==> config.mk <==
export PLATFORM = sky130hd
export DESIGN_NAME = dbp_fifo
export DESIGN_NICKNAME = d
export VERILOG_FILES = /design/src/rtl/core/dbp_pkg.sv /design/src/rtl/core/dbp_fifo.sv
export SDC_FILE = /design/constraint.sdc
export NUM_CORES = 1
export LEC_CHECK = 0
export CAP_MARGIN = 20
export CORE_ASPECT_RATIO = 0.7
export CORE_MARGIN = 4
export CORE_UTILIZATION = 69
export CTS_BUF_LIST = sky130_fd_sc_hd__clkbuf_8
export DETAILED_ROUTE_END_ITERATION = 10
export DONT_BUFFER_PORTS = 1
export PLACE_DENSITY = 0.95
export SLEW_MARGIN = 25
export SYNTH_ARGS = -nofsm -noshare
export SYNTH_HDL_FRONTEND = slang
export SYNTH_SLANG_ARGS = --single-unit
==> constraint.sdc <==
create_clock -name clock -period 18.6 [get_ports clock]
set_input_delay 0 -clock clock [delete_from_list [all_inputs] [get_ports clock]]
set_output_delay 0 -clock clock [all_outputs]
set_load 0.005 [all_outputs]
==> src/rtl/core/dbp_pkg.sv <==
package dbp_pkg;

   localparam int COORD_BITS_DEFAULT = 12;
   localparam int DEPTH_BITS_DEFAULT = 16;

   localparam int MID_QUEUE_DEPTH = 4;
   localparam int OUT_QUEUE_DEPTH = 8;

   localparam int CSR_INDEX_BITS = 3;
   localparam int CSR_DATA_BITS  = 32;
   localparam int SIZE_BITS      = 13;
   localparam int RSP_BITS       = 32 + 32 + 31 + 1;

   localparam logic [31:0]          RESET_INV_FOCAL = 32'd8180890;
   localparam logic [15:0]          RESET_CENTER_X  = 16'd5112;
   localparam logic [15:0]          RESET_CENTER_Y  = 16'd3832;
   localparam logic [31:0]          RESET_INV_DEPTH = 32'd858993;
   localparam logic [SIZE_BITS-1:0] RESET_WIDTH     = 13'd640;
   localparam logic [SIZE_BITS-1:0] RESET_HEIGHT    = 13'd480;

   typedef enum logic [CSR_INDEX_BITS-1:0] {
      CSR_INV_FOCAL_X,
      CSR_INV_FOCAL_Y,
      CSR_CENTER_X,
      CSR_CENTER_Y,
      CSR_INV_DEPTH_SCALE,
      CSR_FRAME_WIDTH,
      CSR_FRAME_HEIGHT
   } csr_index_type;

   typedef struct packed {
      logic [31:0]          inv_focal_x;
      logic [31:0]          inv_focal_y;
      logic [15:0]          center_x;
      logic [15:0]          center_y;
      logic [31:0]          inv_depth_scale;
      logic [SIZE_BITS-1:0] frame_width;
      logic [SIZE_BITS-1:0] frame_height;
   } cfg_type;

   typedef struct packed {
      logic full;
      logic empty;
   } queue_status_type;

endpackage

==> src/rtl/core/dbp_fifo.sv <==
module dbp_fifo
   import dbp_pkg::*;
#(
   parameter int WIDTH = RSP_BITS,
   parameter int DEPTH = OUT_QUEUE_DEPTH
) (
   input  logic             clock,
   input  logic             reset,
   input  logic             push_en,
   input  logic [WIDTH-1:0] wdata,
   input  logic             pop_en,
   output logic [WIDTH-1:0] rdata,
   output queue_status_type status
);

   localparam int PTR_W = (DEPTH > 1) ? $clog2(DEPTH) : 1;
   localparam int CNT_W = $clog2(DEPTH + 1);

   logic [WIDTH-1:0] store_ff [DEPTH];
   logic [PTR_W-1:0] wr_ptr_ff, wr_ptr_in;
   logic [PTR_W-1:0] rd_ptr_ff, rd_ptr_in;
   logic [CNT_W-1:0] count_ff, count_in;
   logic             do_push, do_pop;

   assign status.full  = (count_ff == CNT_W'(DEPTH));
   assign status.empty = (count_ff == '0);
   assign do_push      = push_en && !status.full;
   assign do_pop       = pop_en && !status.empty;
   assign rdata        = store_ff[rd_ptr_ff];

   always_comb begin
      wr_ptr_in = wr_ptr_ff;
      rd_ptr_in = rd_ptr_ff;
      count_in  = count_ff;
      if (do_push) begin
         wr_ptr_in = (wr_ptr_ff == PTR_W'(DEPTH - 1)) ? '0 : PTR_W'(wr_ptr_ff + 1'b1);
      end
      if (do_pop) begin
         rd_ptr_in = (rd_ptr_ff == PTR_W'(DEPTH - 1)) ? '0 : PTR_W'(rd_ptr_ff + 1'b1);
      end
      if (do_push && !do_pop) begin
         count_in = CNT_W'(count_ff + 1'b1);
      end else if (do_pop && !do_push) begin
         count_in = CNT_W'(count_ff - 1'b1);
      end
   end

   always_ff @(posedge clock) begin
      if (reset) begin
         wr_ptr_ff <= '0;
         rd_ptr_ff <= '0;
         count_ff  <= '0;
      end else begin
         wr_ptr_ff <= wr_ptr_in;
         rd_ptr_ff <= rd_ptr_in;
         count_ff  <= count_in;
      end
   end

   always_ff @(posedge clock) begin
      if (do_push) begin
         store_ff[wr_ptr_ff] <= wdata;
      end
   end

endmodule

==> results.sh <==
export IMPL_dieArea_um2=46200
export IMPL_final_max_slew_viol_count=0
export IMPL_clk_latency_ps=680
export IMPL_finalHoldViolations=0
export IMPL_cp_max_fo=46
export IMPL_rows=63
export IMPL_maxSlewHeadroom_pct=35.8
export IMPL_clkPwrFrac_pct=28.7
export IMPL_ys_ff_latch=781
export IMPL_power_frac_seq_pct=53.1
export IMPL_syn_nets=1294
export IMPL_p_sw_share_pct=25.4
export IMPL_layout_drive_gt1_share_pct=31.3
export IMPL_fin_worst_skew_ps=25.2
export IMPL_ys_warn_count=0
export IMPL_period_minus_slack_ps=3910
export IMPL_cts_max_level=3
export IMPL_synth_edf_count=768
export IMPL_synth_top_cell_area_share_pct=78.2
export IMPL_criticalPathCategory="register to register"
export IMPL_cts_sinks=781
export IMPL_cp_common_cell="buf_4"
export IMPL_finalSetupTns_ps=0
export IMPL_grt_pass1_wl_um=88800
export IMPL_crit_buf_inv=3
export IMPL_placed_cell_area_um2=30000
export IMPL_first_pass_iters=5
export IMPL_via_count=13165
export IMPL_leakagePower_nw=10.3
export IMPL_critPathLaunchType="register"
export IMPL_clk_pin_slew_ps=70
export IMPL_hpwl_um=31100
export IMPL_p_int_mw=2.93
export IMPL_nNetsFinal=1466
export IMPL_holdWs_ps=137
export IMPL_power_switching_mw=0.999
export IMPL_path_cells="nor3_1 > a21bo_1 > inv_1 > nand2_1 > nor3_4 > buf_4 > buf_4"
export IMPL_synthFlopType="edfxtp_1"
export IMPL_r2r_start="count_ff[0]$_SDFFE_PP0P_"
export IMPL_arrival_ps=4180
export IMPL_dr_first_iter_drc_count=1136
export IMPL_grt_max_degree=123
export IMPL_comb_power_share_pct=18.2
export IMPL_routedWlPerCell_um=29.6
export IMPL_fp_dieW_um=255
export IMPL_fillers=1948
export IMPL_cts_tree="done"
export IMPL_ir_drop_mv=0.0843
export IMPL_place_inst=1702
export IMPL_worstMarginPinSlew_ps=963
export IMPL_min_delay_start="wdata[16]"
export IMPL_seq_area_frac_synth_pct=79.1
export IMPL_drc=0
export IMPL_period_share_pct=21.0
export IMPL_stdcell_area_um2=32900
export IMPL_post_cts_resized=0
export IMPL_async_flop_share_pct=0
export IMPL_ant_nets=0
export IMPL_timing_rr_end="store_ff[1][50]$_DFFE_PP_"
export IMPL_maxCapViolations=0
export IMPL_area_growth_pct=11.6
export IMPL_reg2reg_depth=7
export IMPL_fmaxAchievable_mhz=256
export IMPL_cts_buffers=105
export IMPL_rsz0062_at_grt="no"
export IMPL_hold_depth=1
export IMPL_clock_path_buffers=3
export IMPL_status="completed"
export IMPL_synth_cell_type_count=29
export IMPL_cpLargestDelayFamily="buffers and inverters"
export IMPL_first_global_vias=13894
export IMPL_gr_total_overflow=0
export IMPL_power_density_nw_per_um2=119
export IMPL_instances_no_fill=1990
export IMPL_core_area_um2=42300
export IMPL_syn_inst=1186
export IMPL_gp_congestion=0.734
export IMPL_cp_end_kind="register"
export IMPL_critPathMaxStageDelay_ps=760
export IMPL_grt_total_usage_pct=26.2
export IMPL_min_path_type="input port to register"
export IMPL_start_util_pct=69.8
export IMPL_cts_root_buf="clkbuf_8"
export IMPL_die_h_um=181
export IMPL_routed_wl_um=58900
export IMPL_io_pins=198
export IMPL_syn_area_um2=29500
export IMPL_min_to="store_ff[2][16]$_DFFE_PP_"
export IMPL_cpMaxStageDelayCell="buf_4"
export IMPL_port_buffers=0
export IMPL_vias_per_cell=6.62
export IMPL_ff2ff_setup_slack_ps=14690
export IMPL_worstPathRequired_ps=18880
export IMPL_synthTopCellsByArea="edfxtp_1 78%, mux4_2 15%, mux2_2 3.7%, dfxtp_1 0.88%, buf_6 0.76%"
export IMPL_grt_antenna_before_repair=6
export IMPL_setup_viol=0
export IMPL_syn_area_per_cell_um2=24.9
export IMPL_synth_area_leader_cell="edfxtp_1"
[cells in the mapped netlist (6+ instances only)]
| library cell | instances |
|---|---|
| a21oi_1 | 7 |
| buf_1 | 9 |
| buf_2 | 7 |
| buf_6 | 20 |
| clkbuf_1 | 21 |
| dfxtp_1 | 13 |
| edfxtp_1 | 768 |
| ha_1 | 7 |
| mux2_2 | 97 |
| mux4_2 | 192 |
| nand2_1 | 7 |
| nor2_1 | 12 |
| nor3_1 | 6 |
[cell type report]
| class | count | area (um2) | share of cell area [%] |
|---|---|---|---|
| Sequential cell | 781 | 23300 | 70.9 |
| Multi-Input combinational cell | 346 | 5850 | 17.8 |
| Clock buffer | 105 | 1450 | 4.39 |
| Timing Repair Buffer | 122 | 1210 | 3.67 |
| Tap cell | 552 | 691 | 2.10 |
| Clock inverter | 78 | 363 | 1.10 |
| Antenna cell | 4 | 10.0 | 0.0304 |
| Inverter | 2 | 7.51 | 0.0228 |
[flip-flops by register name (all words and copies together), names as in the netlist, named ones only]
name,flops
rd_ptr_ff,3
store_ff,768
count_ff,4
wr_ptr_ff,3
[cell usage in the layout, fill, tap and decap left out, types with 3 or more instances in the layout]
cell type        n
clkinv_2        13
dlygate4sd3_1  100
mux2_2          97
dfxtp_1         10
diode_2          4
nor2_1           9
nor2_4           3
edfxtp_1       768
buf_4           18
clkinv_1        12
clkinvlp_4       3
clkbuf_8       105
dfxtp_4          3
mux4_2         192
inv_1           47
nand2_1          7
ha_1             7
a21oi_1          7
nor3_2           3
[kinds of logic (layout without fill, tap and decap cells)]
group	Yosys count	count (layout)	share of synthesized area, %
XOR/XNOR	2	2	0.0594
other	0	4	0
AND/OR/NAND/NOR	34	34	0.534
flip-flops	781	781	79.1
AO/OA/AOI/OAI	11	11	0.255
buffers and inverters	59	307	1.29
adder cells (fa/ha/maj)	8	8	0.365
multiplexers	291	291	18.4
[per-stage QoR]
stage / setup slack (ps) / power [mW] / utilization [%]
detailed placement: 14460 / 2.80 / 71.1
floorplan: 7890 / 2.68 / -
finish: 14690 / 3.93 / 77.9
global route: 14420 / 4.10 / 77.9
CTS: 14440 / 3.95 / 77.8
global placement: 14760 / 2.77 / 71.1
[metal layers]
metal,vias up,wire length [um],GRT usage (%)
met1,6971,22100,36.3
met4,4,1730,8.62
li1,5428,-,-
met5,-,30,0
met3,125,4470,6.42
met2,637,30600,42.5
[power by group through the flow]
stage | Clock (mW) | Sequential, mW | Combinational [mW]
2_1_floorplan | 0 | 2.11 | 0.571
3_3_place_gp | 0 | 2.11 | 0.657
3_5_place_dp | 0 | 2.12 | 0.676
4_1_cts | 1.15 | 2.09 | 0.720
5_1_grt | 1.24 | 2.09 | 0.767
6_report | 1.13 | 2.09 | 0.715
[worst max-delay path by stage]
stage	start	end	slack (ps)	cells after the start
finish	count_ff[0]$_SDFFE_PP0P_	store_ff[1][50]$_DFFE_PP_	14690	7
floorplan	count_ff[0]$_SDFFE_PP0P_	store_ff[0][0]$_DFFE_PP_	7890	4
global route	count_ff[0]$_SDFFE_PP0P_	store_ff[1][35]$_DFFE_PP_	14420	7
global placement	count_ff[0]$_SDFFE_PP0P_	store_ff[1][45]$_DFFE_PP_	14760	7
detailed placement	count_ff[0]$_SDFFE_PP0P_	store_ff[1][44]$_DFFE_PP_	14460	7
CTS	count_ff[0]$_SDFFE_PP0P_	store_ff[1][32]$_DFFE_PP_	14440	7
[repair_timing]
item / 4_1_cts / 5_1_grt
endpoints found under the hold margin: 781 / 0
hold buffers: 100 / 0
endpoints found under the setup margin: 0 / 0
buffers inserted: 0 / 0
Power figures use the tool's default switching activity.
