==> config.mk <==
export PLATFORM = sky130hd
export DESIGN_NAME = dbp_front
export DESIGN_NICKNAME = d
export VERILOG_FILES = /design/src/rtl/core/dbp_pkg.sv /design/src/rtl/core/dbp_front.sv
export SDC_FILE = /design/constraint.sdc
export NUM_CORES = 1
export LEC_CHECK = 0
export BUFFER_PORTS_ARGS = -buffer_cell sky130_fd_sc_hd__buf_2
export CAP_MARGIN = 25
export CORE_AREA = 2 2 96 98
export CTS_CLUSTER_DIAMETER = 200
export CTS_CLUSTER_SIZE = 25
export DETAILED_ROUTE_END_ITERATION = 6
export DIE_AREA = 0 0 98 100
export PLACE_DENSITY = 0.88
export SYNTH_ARGS = -nofsm -noshare
export SYNTH_HDL_FRONTEND = slang
export SYNTH_SLANG_ARGS = --single-unit
==> constraint.sdc <==
create_clock -name clock -period 7.7 [get_ports clock]
set_input_delay 0 -clock clock [delete_from_list [all_inputs] [get_ports clock]]
set_output_delay 0 -clock clock [all_outputs]
set_load 0.02 [all_outputs]
==> src/rtl/core/dbp_pkg.sv <==
package dbp_pkg;

   localparam int COORD_BITS_DEFAULT = 12;
   localparam int DEPTH_BITS_DEFAULT = 16;

   localparam int MID_QUEUE_DEPTH = 4;
   localparam int OUT_QUEUE_DEPTH = 8;

   localparam int CSR_INDEX_BITS = 3;
   localparam int CSR_DATA_BITS  = 32;
   localparam int SIZE_BITS      = 13;
   localparam int RSP_BITS       = 32 + 32 + 31 + 1;

   localparam logic [31:0]          RESET_INV_FOCAL = 32'd8180890;
   localparam logic [15:0]          RESET_CENTER_X  = 16'd5112;
   localparam logic [15:0]          RESET_CENTER_Y  = 16'd3832;
   localparam logic [31:0]          RESET_INV_DEPTH = 32'd858993;
   localparam logic [SIZE_BITS-1:0] RESET_WIDTH     = 13'd640;
   localparam logic [SIZE_BITS-1:0] RESET_HEIGHT    = 13'd480;

   typedef enum logic [CSR_INDEX_BITS-1:0] {
      CSR_INV_FOCAL_X,
      CSR_INV_FOCAL_Y,
      CSR_CENTER_X,
      CSR_CENTER_Y,
      CSR_INV_DEPTH_SCALE,
      CSR_FRAME_WIDTH,
      CSR_FRAME_HEIGHT
   } csr_index_type;

   typedef struct packed {
      logic [31:0]          inv_focal_x;
      logic [31:0]          inv_focal_y;
      logic [15:0]          center_x;
      logic [15:0]          center_y;
      logic [31:0]          inv_depth_scale;
      logic [SIZE_BITS-1:0] frame_width;
      logic [SIZE_BITS-1:0] frame_height;
   } cfg_type;

   typedef struct packed {
      logic full;
      logic empty;
   } queue_status_type;

endpackage

==> src/rtl/core/dbp_front.sv <==
module dbp_front
   import dbp_pkg::*;
#(
   parameter int COORD_BITS = COORD_BITS_DEFAULT,
   parameter int DEPTH_BITS = DEPTH_BITS_DEFAULT,
   parameter int MAG_W      = (COORD_BITS + 4 > 16) ? COORD_BITS + 4 : 16,
   parameter int ITEM_W     = DEPTH_BITS + 2 * (MAG_W + 1) + 1
) (
   input  logic              clock,
   input  logic              reset,
   input  logic              push,
   input  logic [15:0]       req_depth_sample,
   output logic              full,
   input  cfg_type           cfg,
   input  queue_status_type  mid_status,
   output logic              mid_push,
   output logic [ITEM_W-1:0] mid_item
);

   localparam int SIZE_W = (COORD_BITS + 1 > SIZE_BITS) ? COORD_BITS + 1 : SIZE_BITS;
   localparam int D_W    = MAG_W + 1;

   logic [COORD_BITS-1:0] col_ff, col_in;
   logic [COORD_BITS-1:0] row_ff, row_in;
   logic [COORD_BITS-1:0] col_last, row_last;
   logic                  last_col, last_row;
   logic [D_W-1:0]        dx, dy;
   logic [MAG_W-1:0]      mag_x, mag_y;
   logic                  accept;

   function automatic logic [COORD_BITS-1:0] last_index(input logic [SIZE_BITS-1:0] size);
      logic [SIZE_W-1:0] lim;
      logic [SIZE_W-1:0] ext;
      logic [SIZE_W-1:0] eff;
      lim = SIZE_W'(1) << COORD_BITS;
      ext = SIZE_W'(size);
      if (ext == '0) begin
         eff = SIZE_W'(1);
      end else if (ext > lim) begin
         eff = lim;
      end else begin
         eff = ext;
      end
      return COORD_BITS'(eff - SIZE_W'(1));
   endfunction

   assign full     = mid_status.full;
   assign accept   = push && !mid_status.full;
   assign mid_push = accept;

   assign col_last = last_index(cfg.frame_width);
   assign row_last = last_index(cfg.frame_height);
   assign last_col = (col_ff >= col_last);
   assign last_row = (row_ff >= row_last);

   assign dx    = D_W'({col_ff, 4'b0000}) - D_W'(cfg.center_x);
   assign dy    = D_W'({row_ff, 4'b0000}) - D_W'(cfg.center_y);
   assign mag_x = dx[D_W-1] ? MAG_W'(-dx) : dx[MAG_W-1:0];
   assign mag_y = dy[D_W-1] ? MAG_W'(-dy) : dy[MAG_W-1:0];

   assign mid_item = {last_col && last_row, dy[D_W-1], mag_y, dx[D_W-1], mag_x,
                      req_depth_sample[DEPTH_BITS-1:0]};

   always_comb begin
      col_in = col_ff;
      row_in = row_ff;
      if (accept) begin
         if (last_col) begin
            col_in = '0;
            row_in = last_row ? '0 : COORD_BITS'(row_ff + 1'b1);
         end else begin
            col_in = COORD_BITS'(col_ff + 1'b1);
         end
      end
   end

   always_ff @(posedge clock) begin
      if (reset) begin
         col_ff <= '0;
         row_ff <= '0;
      end else begin
         col_ff <= col_in;
         row_ff <= row_in;
      end
   end

endmodule

==> impl_metrics.xml <==
<?xml version="1.0" encoding="UTF-8"?>
<metrics>
  <group name="floorplan">
    <metric name="core" unit="mm^2">0.008890</metric>
    <metric name="floorplan.die.width" unit="um">98</metric>
    <metric name="die-height" unit="um">100</metric>
    <metric name="pin_count" unit="">228</metric>
    <metric name="core.rowCount" unit="">35</metric>
    <metric name="design.die.area" unit="mm^2">0.009800</metric>
    <metric name="effective_utilization_at_floorplan" unit="">0.4937</metric>
  </group>
  <group name="placement">
    <metric name="post_dp_cell_area" unit="mm^2">0.004811</metric>
    <metric name="gp_routability_congestion" unit="">0.9194</metric>
    <metric name="place_ws" unit="ns">3.573</metric>
    <metric name="half_perimeter_wire_length_after_placement" unit="um">8432</metric>
    <metric name="numPortBuffers" unit="">98</metric>
  </group>
  <group name="setup_path">
    <metric name="timing.reg2reg.setup_slack" unit="ns">5.13</metric>
    <metric name="worstPathRequired" unit="ns">7.90</metric>
    <metric name="endpoint_kind" unit="">flop</metric>
    <metric name="start_kind" unit="">input port</metric>
    <metric name="worstReg2RegEnd" unit="">row_ff[3]</metric>
    <metric name="crit_arrival" unit="ns">4.06</metric>
    <metric name="crit_path_max_incr_delay" unit="ns">0.51</metric>
    <metric name="slowest_stage" unit="">nor3_1</metric>
    <metric name="crit_path_max_fanout" unit="">11</metric>
    <metric name="crit_chain" unit="">buf_2 &gt; nor3_1 &gt; nand3_1 &gt; nor3_1 &gt; nor4b_2 &gt; nor3_1 &gt; a21o_1 &gt; a21boi_0 &gt; o21ai_1 &gt; ha_1 &gt; a21o_1 &gt; a21o_1 &gt; a21o_1 &gt; a21o_1 &gt; a21oi_1 &gt; o211ai_1 &gt; and3_1 &gt; or2_1 &gt; nor2_1</metric>
    <metric name="critPathBufInv" unit="">1</metric>
    <metric name="critical_path.reg2reg.startpoint" unit="">col_ff[0]</metric>
    <metric name="ff2ff_path_depth" unit="">12</metric>
    <metric name="crit_path_frequent_cell" unit="">a21o_1</metric>
    <metric name="critical_path_class" unit="">in -&gt; reg</metric>
    <metric name="critPathTopFamily" unit="">simple AND/OR/NAND/NOR gates</metric>
  </group>
  <group name="min_path">
    <metric name="timing.hold.worst_path_depth" unit="">0</metric>
    <metric name="holdCritPathClass" unit="">in -&gt; out</metric>
    <metric name="holdCritStartpoint" unit="">req_depth_sample[4]</metric>
    <metric name="hold_path_end" unit="">mid_item[4]</metric>
  </group>
  <group name="detailed_routing">
    <metric name="totalWireLength" unit="um">9931</metric>
    <metric name="first_iter_violations" unit="">173</metric>
    <metric name="wl_per_cell" unit="um">12.65</metric>
    <metric name="vias_per_cell" unit="">5.521</metric>
    <metric name="drt_drc_violations_left" unit="">0</metric>
    <metric name="vias" unit="">4334</metric>
    <metric name="number_of_search_and_repair_iterations_in_the_first_detailed_routing_pass" unit="">5</metric>
    <metric name="ant_nets" unit="">0</metric>
  </group>
  <group name="synth">
    <metric name="synth_seq_area_share" unit="">0.1095</metric>
    <metric name="syn_nets" unit="">834</metric>
    <metric name="synth_flop_cell" unit="">dfxtp_1</metric>
    <metric name="synthArstFlopShare" unit="">0</metric>
    <metric name="synth_edf_count" unit="">0</metric>
    <metric name="number_of_instances_in_the_synthesized_netlist" unit="">605</metric>
    <metric name="yosys-top-cells-area" unit="">ha_1 15%, dfxtp_1 11%, xnor2_1 9.0%, xor2_1 6.4%, nor2_1 6.1%</metric>
    <metric name="netlist_area" unit="mm^2">0.004389</metric>
    <metric name="synthesis.yosys.warnings" unit="">0</metric>
    <metric name="synth.largest_area_cell" unit="">ha_1</metric>
    <metric name="synthesis.area_per_instance" unit="um^2">7.255</metric>
    <metric name="netlist.area_leader.share" unit="">0.1539</metric>
    <metric name="postSynthRegisterBits" unit="">24</metric>
    <metric name="synth.distinct_cells" unit="">71</metric>
  </group>
  <group name="sta">
    <metric name="tightestPinTransition" unit="ns">1.068</metric>
    <metric name="final-max-slew-violation-count" unit="">0</metric>
    <metric name="timing.final.ws_setup" unit="ns">3.836</metric>
    <metric name="rsz0062_at_grt" unit="">no</metric>
    <metric name="final-hold-violation-count" unit="">0</metric>
    <metric name="clock_skew" unit="ns">0.005515</metric>
    <metric name="setup_viol" unit="">0</metric>
    <metric name="timing.max_slew.rel_slack" unit="">0.2877</metric>
    <metric name="finalHoldWorstSlack" unit="ns">0.000007064</metric>
    <metric name="setup_tns" unit="ns">0</metric>
    <metric name="fin_crit_sh" unit="">0.5019</metric>
    <metric name="period_needed" unit="ns">3.864</metric>
    <metric name="fmax" unit="MHz">258.8</metric>
  </group>
  <group name="pwr">
    <metric name="swShare" unit="">0.3756</metric>
    <metric name="ir_worst_vdd" unit="mV">0.06051</metric>
    <metric name="switchingPower" unit="uW">137.9</metric>
    <metric name="power.clock.fraction" unit="">0.197</metric>
    <metric name="combinationalPowerShare" unit="">0.461</metric>
    <metric name="power.density" unit="mW/mm^2">75.51</metric>
    <metric name="p_leak" unit="nW">2.376</metric>
    <metric name="cellInternalPower" unit="uW">229.2</metric>
    <metric name="sequentialPowerShare" unit="">0.343</metric>
  </group>
  <group name="cells_and_area">
    <metric name="layout.cells.most_common" unit="">buf_2</metric>
    <metric name="fin_nets" unit="">905</metric>
    <metric name="insertedDiodeCount" unit="">0</metric>
    <metric name="final_cell_mix" unit="">98 x buf_2, 71 x nor2_1, 54 x ha_1</metric>
    <metric name="finalInstanceArea" unit="mm^2">0.004862</metric>
    <metric name="layout.filler_cells" unit="">871</metric>
    <metric name="final_layout_size_suffix_gt1_frac" unit="">0.1869</metric>
    <metric name="area.growth.synth_to_final" unit="%">10.78</metric>
  </group>
  <group name="grt">
    <metric name="number_of_global_route_vias_before_repair" unit="">3929</metric>
    <metric name="grt_first_pass_wirelength" unit="um">17150</metric>
    <metric name="grt_remaining_overflow" unit="">0</metric>
    <metric name="grtUsageMet3" unit="">0.02159</metric>
    <metric name="grt_max_degree" unit="">17</metric>
    <metric name="groute.usage.overall" unit="">0.1999</metric>
    <metric name="grt_antenna_before_repair" unit="">0</metric>
    <metric name="global_route.peak_usage_layer" unit="">met2</metric>
    <metric name="groute.layer.met2.usage" unit="">0.3419</metric>
    <metric name="met1_demand_to_capacity_share_in_global_routing" unit="">0.2774</metric>
  </group>
  <group name="clocking">
    <metric name="cts_hold_buf" unit="">1</metric>
    <metric name="cts_post_setup_buffers_inserted" unit="">0</metric>
    <metric name="cts_htree_levels" unit="">1</metric>
    <metric name="clock_tree.buffer_depth" unit="">2</metric>
    <metric name="cts_resized" unit="">0</metric>
    <metric name="cts.sink_count" unit="">24</metric>
    <metric name="cts.reportedPaths.clkPinSlew" unit="ns">0.08</metric>
    <metric name="cts_root_buf" unit="">clkbuf_8</metric>
    <metric name="tritoncts.num_buffers" unit="">3</metric>
    <metric name="worstSkewPairLatency" unit="ns">0.26</metric>
    <metric name="tritoncts" unit="">built</metric>
  </group>
  <group name="status">
    <metric name="run_status" unit="">finished, final reports clean</metric>
  </group>
  <group name="run">
    <metric name="cap_violations" unit="">0</metric>
  </group>
</metrics>
per-layer routing:
layer	vias to the layer above	wire [um]
met4	0	114
met2	121	4519
met3	14	593
met5	-	0
met1	1946	4704
li1	2253	-
sequential cells by signal (all words and copies together), names as in the netlist:
name / cells
row_ff: 12
col_ff: 12
Yosys cell counts, drive strengths merged (7+ instances only):
cell / number
a21o: 14
a21oi: 37
and3: 11
buf: 24
clkbuf: 10
dfxtp: 24
ha: 54
inv: 47
nand2: 46
nand2b: 13
nand3: 16
nand4: 12
nor2: 71
nor2b: 13
nor3: 18
o21a: 7
o21ai: 26
xnor2: 49
xor2: 32
worst max path at each step:
stage / start / end / slack, ns / cells past startpoint
finish: cfg[4] / row_ff[3] / 3.84 / 19
global route: cfg[4] / row_ff[6] / 3.55 / 19
CTS: cfg[4] / row_ff[3] / 3.85 / 19
detailed placement: cfg[4] / row_ff[7] / 3.57 / 19
global placement: cfg[4] / row_ff[1] / 3.67 / 19
floorplan: cfg[4] / row_ff[0] / 4.19 / 20
power groups by stage:
stage	Combinational [mW]	Sequential, mW	Clock, mW
6_report	0.169	0.126	0.0721
4_1_cts	0.170	0.126	0.0745
2_1_floorplan	0.128	0.128	0
3_3_place_gp	0.165	0.129	0
5_1_grt	0.188	0.126	0.0785
3_5_place_dp	0.168	0.129	0
metrics by stage:
stage / std cells / total power, mW / utilization
global placement: 781 / 0.2935 / 0.5412
detailed placement: 781 / 0.2972 / 0.5412
global route: 785 / 0.3922 / 0.5469
CTS: 785 / 0.3702 / 0.5469
floorplan: 605 / 0.2566 / -
finish: 785 / 0.3671 / 0.5469
logic make-up (layout without fill, tap and decap cells):
logic type,count (synthesis),count (layout),share of synthesized area
adders and majority gates,54,54,0.1539
and+or+nand+nor,231,231,0.2694
buffers and inverters,81,150,0.08923
xor gates and xnor gates,81,81,0.1685
muxes,2,2,0.004561
DFF,24,24,0.1095
AOI/OAI and AO/OA,132,132,0.2050
final cells by class:
type | instances | area [um^2] | area share
tap | 111 | 138.9 | 0.02856
sequential | 24 | 480.5 | 0.09882
multi-input combinational | 500 | 3517 | 0.7234
clock buffer | 3 | 41.29 | 0.008492
timing repair buffer | 100 | 508.0 | 0.1045
inverter | 47 | 176.4 | 0.03628
worst reg2reg max path, cell delays in order (launching register included):
cell and delay, ns:
dfxtp_1 0.45, inv_1 0.07, ha_1 0.28, nand2b_1 0.13, a21o_1 0.17, a21oi_1 0.14
nor2b_1 0.06, o2111ai_1 0.19, a31oi_1 0.12, buf_4 0.21, and3_1 0.18, or2_1 0.36
nor2_1 0.17
Note: power is estimated with default switching activity, not from simulation.
